--- config.mk ---
export PLATFORM = sky130hd
export DESIGN_NAME = moving_average_window
export DESIGN_NICKNAME = d
export VERILOG_FILES = /design/src/rtl/core/mavg_pkg.sv /design/src/rtl/core/mavg_ram.sv /design/src/rtl/core/mavg_queue.sv /design/src/rtl/core/mavg_front.sv /design/src/rtl/core/mavg_back.sv /design/src/rtl/core/moving_average_window.sv
export SDC_FILE = /design/constraint.sdc
export NUM_CORES = 1
export LEC_CHECK = 0
export ABC_AREA = 1
export BUFFER_PORTS_ARGS = -buffer_cell sky130_fd_sc_hd__buf_2
export CAP_MARGIN = 20
export CORE_MARGIN = 2
export CORE_UTILIZATION = 60
export CTS_CLUSTER_SIZE = 14
export DETAILED_ROUTE_END_ITERATION = 6
export PLACE_DENSITY = 0.75
export SETUP_SLACK_MARGIN = 0.2
export SLEW_MARGIN = 20
export SYNTH_ARGS = -nofsm -noshare
export SYNTH_HDL_FRONTEND = slang
export SYNTH_SLANG_ARGS = --single-unit
--- constraint.sdc ---
create_clock -name clk -period 4.7 [get_ports clk]
set_clock_uncertainty 0.15 [all_clocks]
set_input_delay 0.235 -clock clk [delete_from_list [all_inputs] [get_ports clk]]
set_output_delay 0.235 -clock clk [all_outputs]
set_load 0.02 [all_outputs]
--- src/rtl/core/mavg_pkg.sv ---
// shared constants for the moving average window block
package mavg_pkg;

  // default sizing of the sample ring and the sample word
  localparam int MAX_DEPTH_DEF   = 32;
  localparam int SAMPLE_BITS_DEF = 16;

  // window size register
  localparam int             WIN_W     = 6;
  localparam logic [WIN_W-1:0] WIN_RESET = 6'd32;

  // entries in the queue between front and back
  localparam int QUEUE_DEPTH = 2;

endpackage

--- src/rtl/core/mavg_ram.sv ---
// generic single-write, single-read ram with registered read data
module mavg_ram #(
  parameter int WIDTH = 16,
  parameter int DEPTH = 32,
  parameter int AW    = 5
) (
  input  logic             clk,
  input  logic             we,
  input  logic [AW-1:0]    wr_addr,
  input  logic [WIDTH-1:0] wr_data,
  input  logic             rd_en,
  input  logic [AW-1:0]    rd_addr,
  output logic [WIDTH-1:0] rd_data
);

  logic [WIDTH-1:0] mem [DEPTH];

  // write port
  always_ff @(posedge clk) begin
    if (we) begin
      mem[wr_addr] <= wr_data;
    end
  end

  // registered read port
  always_ff @(posedge clk) begin
    if (rd_en) begin
      rd_data <= mem[rd_addr];
    end
  end

endmodule

--- src/rtl/core/mavg_queue.sv ---
// small fifo that decouples the front classifier from the back datapath
module mavg_queue #(
  parameter int WIDTH = 32,
  parameter int DEPTH = 2
) (
  input  logic             clk,
  input  logic             rst,
  input  logic             push,
  input  logic [WIDTH-1:0] push_data,
  output logic             full,
  input  logic             pop,
  output logic [WIDTH-1:0] pop_data,
  output logic             empty
);

  localparam int PW = (DEPTH > 1) ? $clog2(DEPTH) : 1;
  localparam int CW = $clog2(DEPTH + 1);

  logic [WIDTH-1:0] slots [DEPTH];
  logic [PW-1:0]    wr_ptr;
  logic [PW-1:0]    rd_ptr;
  logic [CW-1:0]    used;

  assign full     = (used == CW'(DEPTH));
  assign empty    = (used == '0);
  assign pop_data = slots[rd_ptr];

  // storage
  always_ff @(posedge clk) begin
    if (push) begin
      slots[wr_ptr] <= push_data;
    end
  end

  // pointers and occupancy
  always_ff @(posedge clk) begin
    if (rst) begin
      wr_ptr <= '0;
      rd_ptr <= '0;
      used   <= '0;
    end else begin
      if (push) begin
        wr_ptr <= (wr_ptr == PW'(DEPTH - 1)) ? '0 : wr_ptr + 1'b1;
      end
      if (pop) begin
        rd_ptr <= (rd_ptr == PW'(DEPTH - 1)) ? '0 : rd_ptr + 1'b1;
      end
      if (push && !pop) begin
        used <= used + 1'b1;
      end else if (pop && !push) begin
        used <= used - 1'b1;
      end
    end
  end

endmodule

--- src/rtl/core/mavg_front.sv ---
// front end: accepts samples, tracks ring position and fill, tags each item
module mavg_front import mavg_pkg::*; #(
  parameter int MAX_DEPTH   = MAX_DEPTH_DEF,
  parameter int SAMPLE_BITS = SAMPLE_BITS_DEF,
  parameter int PTR_W       = 5,
  parameter int CNT_W       = 6,
  parameter int ENT_W       = SAMPLE_BITS + PTR_W + 1 + CNT_W
) (
  input  logic                   clk,
  input  logic                   rst,
  input  logic                   cfg_write,
  input  logic [WIN_W-1:0]       cfg_window,
  input  logic                   in_valid,
  output logic                   in_ready,
  input  logic [SAMPLE_BITS-1:0] in_sample,
  output logic                   push,
  output logic [ENT_W-1:0]       push_data,
  input  logic                   queue_full
);

  localparam int CMP_W = (WIN_W > CNT_W) ? WIN_W : CNT_W;

  logic [WIN_W-1:0] window;
  logic [PTR_W-1:0] pos;
  logic [CNT_W-1:0] held;
  logic [CMP_W-1:0] win_ext;
  logic [CNT_W-1:0] win;
  logic             replace;
  logic [CNT_W-1:0] count_out;

  // effective window: zero acts as one, large values clamp to the ring depth
  always_comb begin
    win_ext = CMP_W'(window);
    if (win_ext == '0) begin
      win = CNT_W'(1);
    end else if (win_ext > CMP_W'(MAX_DEPTH)) begin
      win = CNT_W'(MAX_DEPTH);
    end else begin
      win = CNT_W'(win_ext);
    end
  end

  // classify: warm-up adds, full window replaces the oldest sample
  assign replace   = (held == win);
  assign count_out = replace ? held : held + 1'b1;
  assign in_ready  = !queue_full;
  assign push      = in_valid && in_ready;
  assign push_data = {count_out, replace, pos, in_sample};

  // window register, position and fill count
  always_ff @(posedge clk) begin
    if (rst) begin
      window <= WIN_RESET;
      pos    <= '0;
      held   <= '0;
    end else if (cfg_write) begin
      window <= cfg_window;
      pos    <= '0;
      held   <= '0;
    end else if (push) begin
      held <= count_out;
      pos  <= (CNT_W'(pos) == win - 1'b1) ? '0 : pos + 1'b1;
    end
  end

`ifndef SYNTHESIS
  // fill count never passes the window
  assert property (@(posedge clk) disable iff (rst) held <= win)
    else $error("fill count above window");

  // write position stays inside the window
  assert property (@(posedge clk) disable iff (rst) CNT_W'(pos) < win)
    else $error("ring position outside window");
`endif

endmodule

--- src/rtl/core/mavg_back.sv ---
// back end: ring update, running sum and serial divide for the average
module mavg_back import mavg_pkg::*; #(
  parameter int MAX_DEPTH   = MAX_DEPTH_DEF,
  parameter int SAMPLE_BITS = SAMPLE_BITS_DEF,
  parameter int PTR_W       = 5,
  parameter int CNT_W       = 6,
  parameter int ENT_W       = SAMPLE_BITS + PTR_W + 1 + CNT_W
) (
  input  logic                          clk,
  input  logic                          rst,
  input  logic                          cfg_write,
  input  logic                          queue_empty,
  input  logic [ENT_W-1:0]              queue_data,
  output logic                          pop,
  output logic                          out_valid,
  input  logic                          out_ready,
  output logic signed [SAMPLE_BITS-1:0] out_average,
  output logic [CNT_W-1:0]              out_fill
);

  localparam int SUM_W  = SAMPLE_BITS + ((MAX_DEPTH > 1) ? $clog2(MAX_DEPTH) : 0);
  localparam int STEP_W = $clog2(SUM_W);

  typedef enum logic [4:0] {
    ST_IDLE = 5'b00001,
    ST_READ = 5'b00010,
    ST_DIV  = 5'b00100,
    ST_SIGN = 5'b01000,
    ST_OUT  = 5'b10000
  } state_t;

  state_t                        state;
  logic signed [SAMPLE_BITS-1:0] smp;
  logic [PTR_W-1:0]              wpos;
  logic                          repl;
  logic [CNT_W-1:0]              cnt;
  logic signed [SUM_W-1:0]       sum;
  logic                          neg;
  logic [CNT_W:0]                rem;
  logic [SUM_W-1:0]              quo;
  logic [STEP_W-1:0]             step;
  logic signed [SAMPLE_BITS-1:0] avg;
  logic [CNT_W-1:0]              fill;

  logic [SAMPLE_BITS-1:0]        ram_rd_data;
  logic signed [SAMPLE_BITS-1:0] old_smp;
  logic signed [SUM_W:0]         sum_calc;
  logic signed [SUM_W-1:0]       sum_new;
  logic [SUM_W-1:0]              mag;
  logic [CNT_W:0]                rem_sh;
  logic [SUM_W-1:0]              q_sgn;

  // queue entry fields
  logic [SAMPLE_BITS-1:0] e_sample;
  logic [PTR_W-1:0]       e_pos;
  logic                   e_repl;
  logic [CNT_W-1:0]       e_cnt;

  assign {e_cnt, e_repl, e_pos, e_sample} = queue_data;

  assign pop = (state == ST_IDLE) && !queue_empty;

  // sample ring
  mavg_ram #(
    .WIDTH (SAMPLE_BITS),
    .DEPTH (MAX_DEPTH),
    .AW    (PTR_W)
  ) u_ring (
    .clk     (clk),
    .we      (state == ST_READ),
    .wr_addr (wpos),
    .wr_data (smp),
    .rd_en   (pop),
    .rd_addr (e_pos),
    .rd_data (ram_rd_data)
  );

  // sum update: drop the oldest sample once the window is full
  always_comb begin
    old_smp  = signed'(ram_rd_data);
    sum_calc = (SUM_W+1)'(sum) + (SUM_W+1)'(smp)
             - (repl ? (SUM_W+1)'(old_smp) : '0);
    sum_new  = SUM_W'(sum_calc);
    mag      = sum_new[SUM_W-1] ? SUM_W'(-sum_new) : SUM_W'(sum_new);
  end

  // one restoring divide step per cycle on the magnitude
  assign rem_sh = {rem[CNT_W-1:0], quo[SUM_W-1]};
  assign q_sgn  = neg ? -quo : quo;

  assign out_valid   = (state == ST_OUT);
  assign out_average = avg;
  assign out_fill    = fill;

  // control
  always_ff @(posedge clk) begin
    if (rst) begin
      state <= ST_IDLE;
      sum   <= '0;
      step  <= '0;
    end else begin
      case (state)
        ST_IDLE: begin
          if (cfg_write) begin
            sum <= '0;
          end
          if (pop) begin
            state <= ST_READ;
          end
        end
        ST_READ: begin
          sum   <= sum_new;
          step  <= '0;
          state <= ST_DIV;
        end
        ST_DIV: begin
          step <= step + 1'b1;
          if (step == STEP_W'(SUM_W - 1)) begin
            state <= ST_SIGN;
          end
        end
        ST_SIGN: begin
          state <= ST_OUT;
        end
        ST_OUT: begin
          if (out_ready) begin
            state <= ST_IDLE;
          end
        end
        default: begin
          state <= ST_IDLE;
        end
      endcase
    end
  end

  // datapath registers
  always_ff @(posedge clk) begin
    case (state)
      ST_IDLE: begin
        if (pop) begin
          smp  <= signed'(e_sample);
          wpos <= e_pos;
          repl <= e_repl;
          cnt  <= e_cnt;
        end
      end
      ST_READ: begin
        neg <= sum_new[SUM_W-1];
        quo <= mag;
        rem <= '0;
      end
      ST_DIV: begin
        if (rem_sh >= {1'b0, cnt}) begin
          rem <= rem_sh - {1'b0, cnt};
          quo <= {quo[SUM_W-2:0], 1'b1};
        end else begin
          rem <= rem_sh;
          quo <= {quo[SUM_W-2:0], 1'b0};
        end
      end
      ST_SIGN: begin
        avg  <= signed'(SAMPLE_BITS'(q_sgn));
        fill <= cnt;
      end
      default: begin
      end
    endcase
  end

`ifndef SYNTHESIS
  // a result always carries a nonzero fill count
  assert property (@(posedge clk) disable iff (rst) out_valid |-> (out_fill != '0))
    else $error("result with empty window");

  // a result appears only after the sign fix-up
  assert property (@(posedge clk) disable iff (rst) $rose(out_valid) |-> $past(state == ST_SIGN))
    else $error("result raised outside divide sequence");

  // a taken result frees the back end for the next entry
  assert property (@(posedge clk) disable iff (rst)
    (out_valid && out_ready) |=> (state == ST_IDLE))
    else $error("back end did not return to idle");
`endif

endmodule

--- src/rtl/core/moving_average_window.sv ---
// Moving average over a ring of the most recent signed samples.
//
// s_axis carries one sample per transaction; m_axis returns one result per
// sample: the running sum divided by the fill count (truncated toward zero)
// and the fill count itself. cfg_valid/cfg_ready/cfg_data writes the window
// size (1..MAX_DEPTH; zero acts as one, larger values clamp to MAX_DEPTH);
// every write clears the ring position and fill count, and the running sum
// when the back end is idle. Write it only while no sample is in flight.
//
// Each item is popped from the queue, then the back end updates the ring and
// sum, runs the serial restoring divider (one quotient bit per cycle) on the
// SUM_W = SAMPLE_BITS + clog2(MAX_DEPTH) bit magnitude, fixes the sign and
// presents the result; a new item starts in the back end only once the
// previous result has been taken.
// A two-entry queue lets the front accept samples while the back end works
// or while m_axis is stalled; s_axis_tready drops when the queue is full.
// Reset (rst, synchronous) restores a window of 32 and an empty ring.
module moving_average_window import mavg_pkg::*; #(
  parameter int MAX_DEPTH   = MAX_DEPTH_DEF,
  parameter int SAMPLE_BITS = SAMPLE_BITS_DEF
) (
  input  logic                                    clk,
  input  logic                                    rst,
  input  logic                                    cfg_valid,
  output logic                                    cfg_ready,
  input  logic [WIN_W-1:0]                        cfg_data,
  input  logic                                    s_axis_tvalid,
  output logic                                    s_axis_tready,
  // sample
  input  logic [((SAMPLE_BITS+7)/8)*8-1:0]        s_axis_tdata,
  output logic                                    m_axis_tvalid,
  input  logic                                    m_axis_tready,
  // average, fill_count
  output logic [((SAMPLE_BITS+$clog2(MAX_DEPTH+1)+7)/8)*8-1:0] m_axis_tdata
);

  localparam int PTR_W  = (MAX_DEPTH > 1) ? $clog2(MAX_DEPTH) : 1;
  localparam int CNT_W  = $clog2(MAX_DEPTH + 1);
  localparam int ENT_W  = SAMPLE_BITS + PTR_W + 1 + CNT_W;
  localparam int OUT_W  = ((SAMPLE_BITS + CNT_W + 7) / 8) * 8;
  localparam int PAD_W  = OUT_W - SAMPLE_BITS - CNT_W;

  logic                          cfg_write;
  logic                          push;
  logic [ENT_W-1:0]              push_data;
  logic                          queue_full;
  logic                          queue_empty;
  logic                          pop;
  logic [ENT_W-1:0]              pop_data;
  logic signed [SAMPLE_BITS-1:0] average;
  logic [CNT_W-1:0]              fill_count;

  // configuration is always taken
  assign cfg_ready = 1'b1;
  assign cfg_write = cfg_valid && cfg_ready;

  mavg_front #(
    .MAX_DEPTH   (MAX_DEPTH),
    .SAMPLE_BITS (SAMPLE_BITS),
    .PTR_W       (PTR_W),
    .CNT_W       (CNT_W),
    .ENT_W       (ENT_W)
  ) u_front (
    .clk        (clk),
    .rst        (rst),
    .cfg_write  (cfg_write),
    .cfg_window (cfg_data),
    .in_valid   (s_axis_tvalid),
    .in_ready   (s_axis_tready),
    .in_sample  (s_axis_tdata[SAMPLE_BITS-1:0]),
    .push       (push),
    .push_data  (push_data),
    .queue_full (queue_full)
  );

  mavg_queue #(
    .WIDTH (ENT_W),
    .DEPTH (QUEUE_DEPTH)
  ) u_queue (
    .clk       (clk),
    .rst       (rst),
    .push      (push),
    .push_data (push_data),
    .full      (queue_full),
    .pop       (pop),
    .pop_data  (pop_data),
    .empty     (queue_empty)
  );

  mavg_back #(
    .MAX_DEPTH   (MAX_DEPTH),
    .SAMPLE_BITS (SAMPLE_BITS),
    .PTR_W       (PTR_W),
    .CNT_W       (CNT_W),
    .ENT_W       (ENT_W)
  ) u_back (
    .clk         (clk),
    .rst         (rst),
    .cfg_write   (cfg_write),
    .queue_empty (queue_empty),
    .queue_data  (pop_data),
    .pop         (pop),
    .out_valid   (m_axis_tvalid),
    .out_ready   (m_axis_tready),
    .out_average (average),
    .out_fill    (fill_count)
  );

  // pack result, zero filled to whole bytes
  assign m_axis_tdata = {{PAD_W{1'b0}}, fill_count, average};

endmodule

# --- Word level (Yosys, flattened, before mapping) ---
# Memory sizes are Yosys's and may differ from the RTL's. A register that Yosys moved wholly into a read port is not among the register bits.
# Cells that the tools add are included.
totals:
  reg_bits: 130
  mem_count: 2
  output_inout_bits: 27
  mem_bits_rw: 568
  wordCells: 93
memory_table:
  columns: ["name", "depth", "word_bits", "rd", "rd_ports_with_merged_regs", "write_ports", "line_no", "source"]
  rows:
  - ["u_back.u_ring.mem", 32, 16, 1, 1, 1, "mavg_ram.sv:16", "logic [WIDTH-1:0] mem [DEPTH];"]
  - ["u_queue.slots", 2, 28, 1, 1, 1, "mavg_queue.sv:19", "logic [WIDTH-1:0] slots [DEPTH];"]
op_classes:
  muxes: 28
  n_lt_le_gt_ge: 2
  n_eq_ne: 13
  n_addsub: 13
  n_reduce_logical: 17
op_table:
  columns: ["cell", "n"]
  rows:
  - ["$pmux 21 s2", 2]
  - ["$mux 21", 3]
  - ["$pmux 5 s5", 1]
  - ["$mux 6", 4]
  - ["$add 21x16->21", 1]
  - ["$neg 21->21", 1]
  - ["$sub 21x21->21", 1]
  - ["$mux 5", 4]
  - ["$mux 16", 1]
  - ["$neg 16->16", 1]
  - ["$pmux 6 s2", 1]
  - ["$add 5x1->5 const B", 2]
  - ["$eq 5x5->1 const B", 2]
  - ["$pmux 5 s2", 1]
  - ["$mux 1", 9]
  - ["$ge 7x6->1", 1]
  - ["$add 6x1->6 const B", 1]
  - ["$eq 5x6->1", 1]
  - ["$eq 6x6->1", 1]
  - ["$gt 6x6->1 const B", 1]
  - ["$logic_not 6->1", 1]
  - ["$ne 2x1->1 const B", 3]
  - ["$reduce_bool 2->1", 3]
  - ["$sub 6x1->6 const B", 1]
  - ["other kinds (17)", 26]

# --- Logic depth before layout (Yosys ltp) ---
# Gate-level depths: netlist (run 1).
logic_depth:
  depth_word: 7
  ltp_mapped: 25
  mapped_depth_nobuf: 24

# --- Modules after synthesis ---
# From an unflattened synthesis (run 1), not the netlist that was laid out.
hier_totals:
  cells_unflattened: 3059
  area_unflattened_um2: 32502.4
by_module_without_submodules:
  columns: ["module", "area_each_um2", "n_inst", "cells_per_inst"]
  rows:
  - ["mavg_ram", 21461.8, 1, 1794]
  - ["mavg_back", 7359.6, 1, 949]
  - ["mavg_queue", 2349.8, 1, 120]
  - ["mavg_front", 1301.2, 1, 191]
  - ["moving_average_window", 30.0, 1, 5]

# --- Worst setup path after synthesis (run 1) ---
# No wires, ideal clock.
synth_path:
  path_type: "register to register"
  start: "reg u_back.smp[15]"
  end: "reg u_back.quo[17], data pin"
  path_buffers: 1
  setup_time_ns: 0.253
  path_slack_ns: 1.197
  path_stages_with_launch: 18
  arrival_ns: 3.100
  t_required_ns: 4.297
  path_cell_list: "edfxtp_1 inv_1 fa_1 inv_1 ha_1 nand2_1 nor3_1 and2_1 nand3_1 nand3_1 nand2_1 nand2_2 buf_4 nand2_1 nand3_1 nand2_1 nand3_1 nand2_1"
synth_between:
  elab_chain_cells: 5
synth_rtl:
  columns: ["element", "line_no", "source"]
  rows:
  - ["from (decl)", "mavg_back.sv:33", "logic signed [SAMPLE_BITS-1:0] smp;"]
  - ["from (signal assigned)", "mavg_back.sv:142", "smp <= signed'(e_sample);"]
  - ["$add 21x16->21 (*)", "mavg_back.sv:81", "sum_calc = (SUM_W+1)'(sum) + (SUM_W+1)'(smp)"]
  - ["$sub 21x21->21 (*)", "mavg_back.sv:82", "- (repl ? (SUM_W+1)'(old_smp) : '0);"]
  - ["$neg 21->21", "mavg_back.sv:84", "mag = sum_new[SUM_W-1] ? SUM_W'(-sum_new) : SUM_W'(sum_new);"]
  - ["$mux 21 (*)", "mavg_back.sv:84", null]
  - ["$pmux 21 s2 (*)", "mavg_back.sv:139", "case (state)"]
  - ["to (signal assigned)", "mavg_back.sv:150", "quo <= mag;"]
  - ["to (signal assigned)", "mavg_back.sv:156", "quo <= {quo[SUM_W-2:0], 1'b1};"]
  - ["to (signal assigned)", "mavg_back.sv:159", "quo <= {quo[SUM_W-2:0], 1'b0};"]
  - ["to (decl)", "mavg_back.sv:40", "logic [SUM_W-1:0] quo;"]
# Every way passes the cells marked *; elsewhere a longest branch is shown, timed or not.
# A chain may end at the register's enable or synchronous reset.

# --- Worst setup path in the final report (run 1) ---
layout_path:
  start: "reg u_back.repl"
  end: "reg u_back.quo[12], data pin"
layout_between:
  elab_chain_cells: 5
layout_rtl:
  columns: ["element", "line_no", "source"]
  rows:
  - ["from (decl)", "mavg_back.sv:35", "logic repl;"]
  - ["from (signal assigned)", "mavg_back.sv:144", "repl <= e_repl;"]
  - ["$mux 21 (*)", "mavg_back.sv:82", null]
  - ["$sub 21x21->21 (*)", "mavg_back.sv:82", null]
  - ["$neg 21->21", "mavg_back.sv:84", null]
  - ["$mux 21 (*)", "mavg_back.sv:84", null]
  - ["$pmux 21 s2 (*)", "mavg_back.sv:139", null]
# Marks and branches as above.

==> results.txt, run 1 <==
----------------------------------------------------
[Status]
  Status ... finished, final reports clean

[Route]
  Count of vias placed by the detailed router ... 21510
  Post-detailed-route via-to-cell ratio ... 6.093
  Detailed Routing Iterations Pass 1 ... 5
  Initial detailed-routing violation count ... 2721
  Remaining routing DRC violations ... 0
  Final wirelength ... 76.44 mm
  Routed wire per std cell ... 21.66 um
  ANT nets after route ... 0

[Global route]
  Global route total overflow ... 0
  Via count of the first global-routing pass ... 21090
  Antenna violations before repair ... 2
  Global-route wire length before repair ... 118.0 mm
  Maximum number of pins on one net before global-route repair ... 190
  Total track usage ... 0.2878

[Floorplanning]
  Core area ... 51300 um2
  Die X ... 231.7 um
  Overall die area ... 53670 um2
  Starting Density ... 0.6062
  Die boundary height ... 231.7 um
  Number of top-level pins ... 54
  Row count ... 83

[STA]
  Post-layout min period ... 4005 ps
  Final worst slack ... 694.9 ps
  Final number of setup-violating endpoints ... 0
  Final Cycle Share ... 0.8521
  Timing-limited maximum frequency ... 249.7 MHz
  Final Max Slew Viols ... 0
  Unrepaired setup endpoints after global routing ... no
  Setup TNS after final layout ... 0 ps
  Least-Margin Pin Slew ... 1071 ps
  Number of hold violations in the final report ... 0
  Max-slew headroom ... 0.2847

[Final layout]
  Register area ... 20940 um2
  Multi-input gate area in the final layout ... 8600 um2
  Cell Count, Final, Fillers Out ... 3530
  Most common library cell in the layout ignoring fill and taps ... sky130_fd_sc_hd__edfxtp_1
  Final core area utilization ... 0.6796
  Number of fillers in the final layout ... 3601
  Relative area change from synthesis to final layout ... 12.11%
  Most used cells in the layout excluding fill and tap cells ... sky130_fd_sc_hd__edfxtp_1, sky130_fd_sc_hd__nor2_1, sky130_fd_sc_hd__nand2_1
  Net count reported at finish ... 2876
  Layout cells sized above 1 ... 0.1035

[Worst hold path]
  Startpoint of the worst hold path ... rst
  Cells on Worst Hold Path ... 2
  Kind of path behind the tightest hold check ... input port to flip-flop
  Terminating pin of the worst hold path ... u_back.state[1]

[Job]
  Max Cap Violations ... 0

[Worst setup path]
  Critical path data arrival time ... 4160 ps
  Crit path capture type ... flip-flop
  Critical Path Start Type ... flip-flop
  Critical register-to-register path startpoint ... u_back.repl
  Maximum fanout encountered on the critical timing path ... 23
  Setup CP Type ... flip-flop to flip-flop
  Slack of the worst reg-to-reg path ... 690 ps
  Cell count of the worst reg-to-reg path ... 17
  Endpoint of the lowest-slack register-to-register path ... u_back.quo[12]
  Data required time at the worst endpoint ... 4860 ps

[Place]
  Placed instance count ... 3367
  Worst-case setup slack after placement ... 760.9 ps
  I/O Buffers ... 50
  Detailed placement HPWL ... 44.56 mm
  Final RePlAce weighted congestion ... 0.8868

[Synth]
  Cell area after technology mapping ... 31100 um2
  Sequential fraction of the synthesis area ... 0.6734
  Proportion of register bits with asynchronous set or reset after synthesis ... 0
  Multiplexer fraction of the synthesized cell area ... 0.008329
  Total number of yosys warnings ... 0
  Cell count after synthesis ... 2697
  Most used flip-flop cell after synthesis ... sky130_fd_sc_hd__edfxtp_1
  Seq cells post-synth ... 715
  Share of synthesized cell area in full adder, half adder and majority cells ... 0.02760
  Synth Area in Compound Gates ... 0.1066
  Synthesized area divided by synthesized cell count ... 11.53 um2
  Dominant combinational cell family by area after synthesis ... simple AND/OR/NAND/NOR gates
  Post-Synth Simple-Gate Area ... 0.1199
  Parity-gate share of the synthesized area counting xor and xnor cells ... 0.01211
  EDFF count, synth ... 662
  Post-synth cell types ... 46

[CTS]
  CTS-repair resized insts ... 0
  Post-CTS setup buffer count ... 0
  TritonCTS buffer count ... 72
  Buffer depth of the longest clock path ... 3
  H-tree depth reported by CTS ... 3
  Clock root cell ... sky130_fd_sc_hd__clkbuf_16
  Clk sinks ... 715
  Clock transition at the register clock pins on the worst setup and hold paths after CTS ... 60 ps
  CTS tree ... yes
  Worst-skew pair later-pin latency ... 610 ps

[Pwr]
  Power per unit of standard cell area ... 771.8 nW/um2
  Total power ... 26.91 mW
  VDD IR max ... 0.0004365 V
  Reported leakage power ... 12.68 nW

----------------------------------------------------
-- cell families after synthesis --
| kind of cell | after synthesis |
|---|---|
| AOI/OAI and AO/OA | 564 |
| xor gates and xnor gates | 43 |
| adders and majority gates | 56 |
| buffers and inverters | 397 |
| DFF | 715 |
| muxes | 23 |
| other | 2 |
| and+or+nand+nor | 897 |
-- worst max-delay path by stage --
stage                   start              to  slack [ps]  cells after the start
2_1_floorplan  u_back.smp[15]  u_back.quo[17]        1200                     17
3_5_place_dp      u_back.repl  u_back.quo[11]         760                     16
3_3_place_gp      u_back.repl  u_back.quo[12]         860                     17
5_1_grt           u_back.repl  u_back.quo[11]         320                     16
6_report          u_back.repl  u_back.quo[12]         690                     17
4_1_cts           u_back.repl  u_back.quo[11]         740                     16
-- area by class of cell --
cell class / count / area share
Clock buffer: 88 / 0.05523
Antenna cell: 1 / 0.00007178
Clock inverter: 42 / 0.01120
Inverter: 265 / 0.02871
Sequential cell: 715 / 0.6006
Multi-Input combinational cell: 1586 / 0.2467
Tap cell: 680 / 0.02440
Timing Repair Buffer: 153 / 0.03309
-- sequential cells by signal, summed over array words and instances (netlist names), 6 cells and up, named ones only --
signal / flops
u_back.smp: 16
u_back.u_ring.mem: 512
u_back.rem: 6
u_back.u_ring.rd_data: 16
u_back.out_fill: 6
u_back.out_average: 16
u_queue.slots: 56
u_back.cnt: 6
u_front.win_ext: 6
u_front.held: 6
u_back.sum: 21
u_back.quo: 21
-- metal layers --
metal	vias up	wire (um)	part of all wire	track usage
li1	9731	-	-	-
met2	1138	35570	0.47	0.4479
met3	162	7944	0.10	0.04835
met5	-	0	0	0
met4	0	2200	0.029	0.1094
met1	10480	30730	0.40	0.4113
-- power breakdown --
group / switching (mW) / total, mW / leakage (nW) / internal [mW]
clock: 2.37 / 5.67 / 1.13 / 3.30
sequential: 0.350 / 8.97 / 6.44 / 8.62
combinational: 8.66 / 12.3 / 5.10 / 3.62
-- synthesized netlist by cell type, types with 2 or more instances --
cell type                    n  area share
sky130_fd_sc_hd__and2_1      2     0.00040
sky130_fd_sc_hd__clkbuf_1   71      0.0086
sky130_fd_sc_hd__o211ai_1    8      0.0019
sky130_fd_sc_hd__ha_1       35       0.014
sky130_fd_sc_hd__buf_4      17      0.0041
sky130_fd_sc_hd__nor3_1     15      0.0024
sky130_fd_sc_hd__inv_1     258       0.031
sky130_fd_sc_hd__nor4_1      2     0.00040
sky130_fd_sc_hd__o21ai_2     3     0.00085
sky130_fd_sc_hd__o21ai_0   293       0.047
sky130_fd_sc_hd__o221ai_1  101       0.028
sky130_fd_sc_hd__o21ai_1    36      0.0058
sky130_fd_sc_hd__buf_2      38      0.0061
sky130_fd_sc_hd__nor3_2      3     0.00097
sky130_fd_sc_hd__clkbuf_2    4     0.00064
sky130_fd_sc_hd__xnor2_1     2     0.00056
sky130_fd_sc_hd__dfxtp_1    53       0.034
sky130_fd_sc_hd__mux2_2     23      0.0083
sky130_fd_sc_hd__nand2_2    18      0.0036
sky130_fd_sc_hd__o21bai_1    4     0.00097
sky130_fd_sc_hd__nand3_1   129       0.021
sky130_fd_sc_hd__inv_2       6     0.00072
sky130_fd_sc_hd__xor2_1     41       0.012
sky130_fd_sc_hd__a21oi_1    68       0.011
sky130_fd_sc_hd__a31oi_1    18      0.0036
sky130_fd_sc_hd__nand2_1   317       0.038
sky130_fd_sc_hd__fa_1       21       0.014
sky130_fd_sc_hd__conb_1      2     0.00024
sky130_fd_sc_hd__nand4_1    16      0.0032
sky130_fd_sc_hd__edfxtp_1  662        0.64
sky130_fd_sc_hd__o22ai_1    29      0.0058
sky130_fd_sc_hd__nand3_2     3     0.00097
sky130_fd_sc_hd__nand3b_1    2     0.00048
sky130_fd_sc_hd__nor2_1    378       0.046
sky130_fd_sc_hd__nor2_2      8      0.0016
-- per-stage QoR --
| stage | cell area [um2] | hold WS (ps) |
|---|---|---|
| floorplan | 31100 | 183.9 |
| global placement | 32220 | 273.7 |
| detailed placement | 32220 | 278.5 |
| CTS | 34860 | 7.937 |
| global route | 34860 | 60.49 |
| finish | 34860 | 32.44 |
-- worst max-delay path, stage by stage (launching register included) --
cell                       delay [ps]
sky130_fd_sc_hd__edfxtp_1         630
sky130_fd_sc_hd__nand2_1          210
sky130_fd_sc_hd__inv_1            160
sky130_fd_sc_hd__fa_1             510
sky130_fd_sc_hd__inv_1             50
sky130_fd_sc_hd__ha_1             350
sky130_fd_sc_hd__nand2_1          130
sky130_fd_sc_hd__nor3_1           250
sky130_fd_sc_hd__and2_1           200
sky130_fd_sc_hd__nand3_1          100
sky130_fd_sc_hd__nand3_1           80
sky130_fd_sc_hd__nand2_1           60
sky130_fd_sc_hd__nand2_2          320
sky130_fd_sc_hd__inv_2            150
sky130_fd_sc_hd__nor2_1           120
sky130_fd_sc_hd__nand2_1           60
sky130_fd_sc_hd__nand3_1           90
sky130_fd_sc_hd__o21ai_0          100
-- repair_timing --
item | 4_1_cts | 5_1_grt
setup endpoints to repair | 0 | 0
hold endpoints to repair | 41 | 0
hold buffers | 32 | 0
No activity file was read; power rests on OpenSTA's default activity.
==> run 2, diff against run 1 <==
--- a/config.mk
+++ b/config.mk
@@ -10,6 +10,7 @@
 export CAP_MARGIN = 20
 export CORE_MARGIN = 2
 export CORE_UTILIZATION = 60
+export CTS_BUF_LIST = sky130_fd_sc_hd__clkbuf_16
 export CTS_CLUSTER_SIZE = 14
 export DETAILED_ROUTE_END_ITERATION = 6
 export PLACE_DENSITY = 0.75
==> run 2 against run 1 <==
Largest cell class unchanged; cell count is the same; clock power is essentially flat; sequential power is essentially flat; sequential share of layout area is the same; fmax grew 0.12%; utilization is the same.
==> results.txt, run 2 (same netlist as run 1, synthesis figures left out) <==
----------------------------------------------------
[CTS]
  H-tree depth reported by CTS ... 3 (unchanged)
  Buffer depth of the longest clock path ... 3 (unchanged)
  CTS tree ... yes
  Clock root cell ... sky130_fd_sc_hd__clkbuf_16
  Clock transition at the register clock pins on the worst setup and hold paths after CTS ... 60 ps (about the same)
  Worst-skew pair later-pin latency ... 610 ps (about the same)
  CTS-repair resized insts ... 0 (unchanged)
  Clk sinks ... 715 (unchanged)
  TritonCTS buffer count ... 72 (unchanged)

[Final layout]
  Layout cells sized above 1 ... 0.1035 (unchanged)
  Cell Count, Final, Fillers Out ... 3530 (unchanged)
  Number of fillers in the final layout ... 3601 (unchanged)
  Number of flip-flops in the largest register ... 512 (unchanged)
  Largest regs ... u_back.u_ring.mem: 512 flops, u_queue.slots: 56 flops
  Most common library cell in the layout ignoring fill and taps ... sky130_fd_sc_hd__edfxtp_1
  Cell area after layout ... 34860 um2 (unchanged)
  Relative area change from synthesis to final layout ... 12.11% (unchanged)
  Net count reported at finish ... 2876 (unchanged)
  Register area ... 20940 um2 (unchanged)
  Biggest register ... u_back.u_ring.mem
  Most used cells in the layout excluding fill and tap cells ... sky130_fd_sc_hd__edfxtp_1, sky130_fd_sc_hd__nor2_1, sky130_fd_sc_hd__nand2_1
  Multi-input gate area in the final layout ... 8600 um2 (unchanged)

[STA]
  Final Max Slew Viols ... 0 (unchanged)
  Post-layout min period ... 4000 ps (-4.665 ps)
  Timing-limited maximum frequency ... 250.0 MHz (+0.12%)
  Final number of setup-violating endpoints ... 0 (unchanged)
  Post-route worst hold slack ... 33.29 ps (+0.8527 ps)
  Max-slew headroom ... 0.2885 (+0.003730)
  Final Cycle Share ... 0.8512 (-0.0009926)
  Number of hold violations in the final report ... 0 (unchanged)
  Unrepaired setup endpoints after global routing ... no
  Least-Margin Pin Slew ... 1066 ps (-5.587 ps)
  Setup TNS after final layout ... 0 ps (unchanged)

[Floorplanning]
  Row count ... 83 (unchanged)
  Core area ... 51300 um2 (unchanged)
  Number of top-level pins ... 54 (unchanged)
  Die X ... 231.7 um (unchanged)
  Die boundary height ... 231.7 um (unchanged)
  Overall die area ... 53670 um2 (unchanged)
  Starting Density ... 0.6062 (unchanged)

[Route]
  Routed wire per std cell ... 21.63 um (-0.12%)
  Post-detailed-route via-to-cell ratio ... 6.100 (+0.12%)
  Met2 wire length ... 35.55 mm (about the same)
  Initial detailed-routing violation count ... 2803 (+3.0%)
  Detailed Routing Iterations Pass 1 ... 5 (unchanged)
  Routed met3 length ... 7.685 mm (-3.3%)
  Highest layer used for signal routing ... met4
  Final wirelength ... 76.35 mm (-0.12%)
  Count of vias placed by the detailed router ... 21530 (+0.12%)
  Remaining routing DRC violations ... 0 (unchanged)
  ANT nets after route ... 0 (unchanged)
  Post-Route M1 WL ... 30.82 mm (+0.28%)

[Worst setup path]
  Endpoint of the lowest-slack register-to-register path ... u_back.quo[12]
  Cell count of the worst reg-to-reg path ... 17 (unchanged)
  Critical path data arrival time ... 4160 ps (about the same)
  Maximum fanout encountered on the critical timing path ... 23 (unchanged)
  Critical Path Start Type ... flip-flop
  Most repeated library cell on the critical path ... sky130_fd_sc_hd__nand2_1
  Setup CP Type ... flip-flop to flip-flop
  Crit path capture type ... flip-flop
  CP peak stage delay ... 630 ps (about the same)
  Slack of the worst reg-to-reg path ... 700 ps (about the same)
  Critical path cell sequence ... nand2_1 > inv_1 > fa_1 > inv_1 > ha_1 > nand2_1 > nor3_1 > and2_1 > nand3_1 > nand3_1 > nand2_1 > nand2_2 > inv_2 > nor2_1 > nand2_1 > nand3_1 > o21ai_0
  Cell with the largest stage delay on the worst path ... sky130_fd_sc_hd__edfxtp_1
  Data required time at the worst endpoint ... 4860 ps (about the same)
  Critical register-to-register path startpoint ... u_back.repl

[Job]
  Max Cap Violations ... 0 (unchanged)

[Global route]
  Antenna violations before repair ... 2 (unchanged)
  Via count of the first global-routing pass ... 21090 (unchanged)
  Global-route wire length before repair ... 118.0 mm (unchanged)
  Maximum number of pins on one net before global-route repair ... 190 (unchanged)
  Global route total overflow ... 0 (unchanged)
  Total track usage ... 0.2878 (unchanged)

[Pwr]
  Reported leakage power ... 12.73 nW (+0.42%)
  Total power ... 26.89 mW (about the same)
  Power per unit of standard cell area ... 771.2 nW/um2 (about the same)
  VDD IR max ... 0.0004385 V (+0.44%)

[Status]
  Status ... finished, final reports clean

[Place]
  Cell Area, Placed ... 32220 um2 (unchanged)
  Detailed placement HPWL ... 44.56 mm (unchanged)
  Final RePlAce weighted congestion ... 0.8868 (unchanged)
  I/O Buffers ... 50 (unchanged)
  Placed instance count ... 3367 (unchanged)

[Worst hold path]
  Cells on Worst Hold Path ... 2 (unchanged)
  Terminating pin of the worst hold path ... u_back.state[1]
  Kind of path behind the tightest hold check ... input port to flip-flop
  Startpoint of the worst hold path ... rst

----------------------------------------------------
## run 2: what timing repair did
item	4_1_cts	5_1_grt
endpoints found under the setup margin	0	0
hold endpoints to repair	41	0
hold buffers	32	0
buffers inserted	0	0
## run 2: per-layer routing
layer | GRT usage | vias up
met2 | 0.4479 | 1107
met5 | 0 | -
li1 | - | 9734
met3 | 0.04835 | 170
met4 | 0.1094 | 0
met1 | 0.4113 | 10520
## run 2: stage by stage
stage               utilization  setup slack [ps]
floorplan                     -              1197
global placement         0.6281             856.1
detailed placement       0.6281             760.9
CTS                      0.6795             736.9
global route             0.6795             321.0
finish                   0.6796             699.6
## run 2: layout make-up
cell class | count | area share
antenna | 1 | 0.00007178
clock buffer | 75 | 0.05383
clock inverter | 55 | 0.01260
inverter | 265 | 0.02871
multi-input combinational | 1586 | 0.2467
sequential | 715 | 0.6006
tap | 680 | 0.02440
timing repair buffer | 153 | 0.03309
## run 2: how the worst max path moves through the flow
stage	endpoint	slack, ps	from	cells past startpoint
global route	u_back.quo[11]	320	u_back.repl	16
floorplan	u_back.quo[17]	1200	u_back.smp[15]	17
finish	u_back.quo[12]	700	u_back.repl	17
global placement	u_back.quo[12]	860	u_back.repl	17
CTS	u_back.quo[11]	740	u_back.repl	16
detailed placement	u_back.quo[11]	760	u_back.repl	16
## run 2: critical path, delay by kind of cell, from the launching register on
family	cells	cell delay [ps]
AND/OR/NAND/NOR	11	1600
flip-flops	1	630
adder cells (fa/ha/maj)	2	860
buffers and inverters	3	360
AO/OA/AOI/OAI	1	100
## run 2: where the power goes
| group | internal (mW) | switching (mW) | leakage [nW] |
|---|---|---|---|
| combinational | 3.62 | 8.66 | 5.10 |
| clock | 3.27 | 2.37 | 1.19 |
| sequential | 8.62 | 0.351 | 6.44 |
| total | 15.5 | 11.4 | 12.7 |
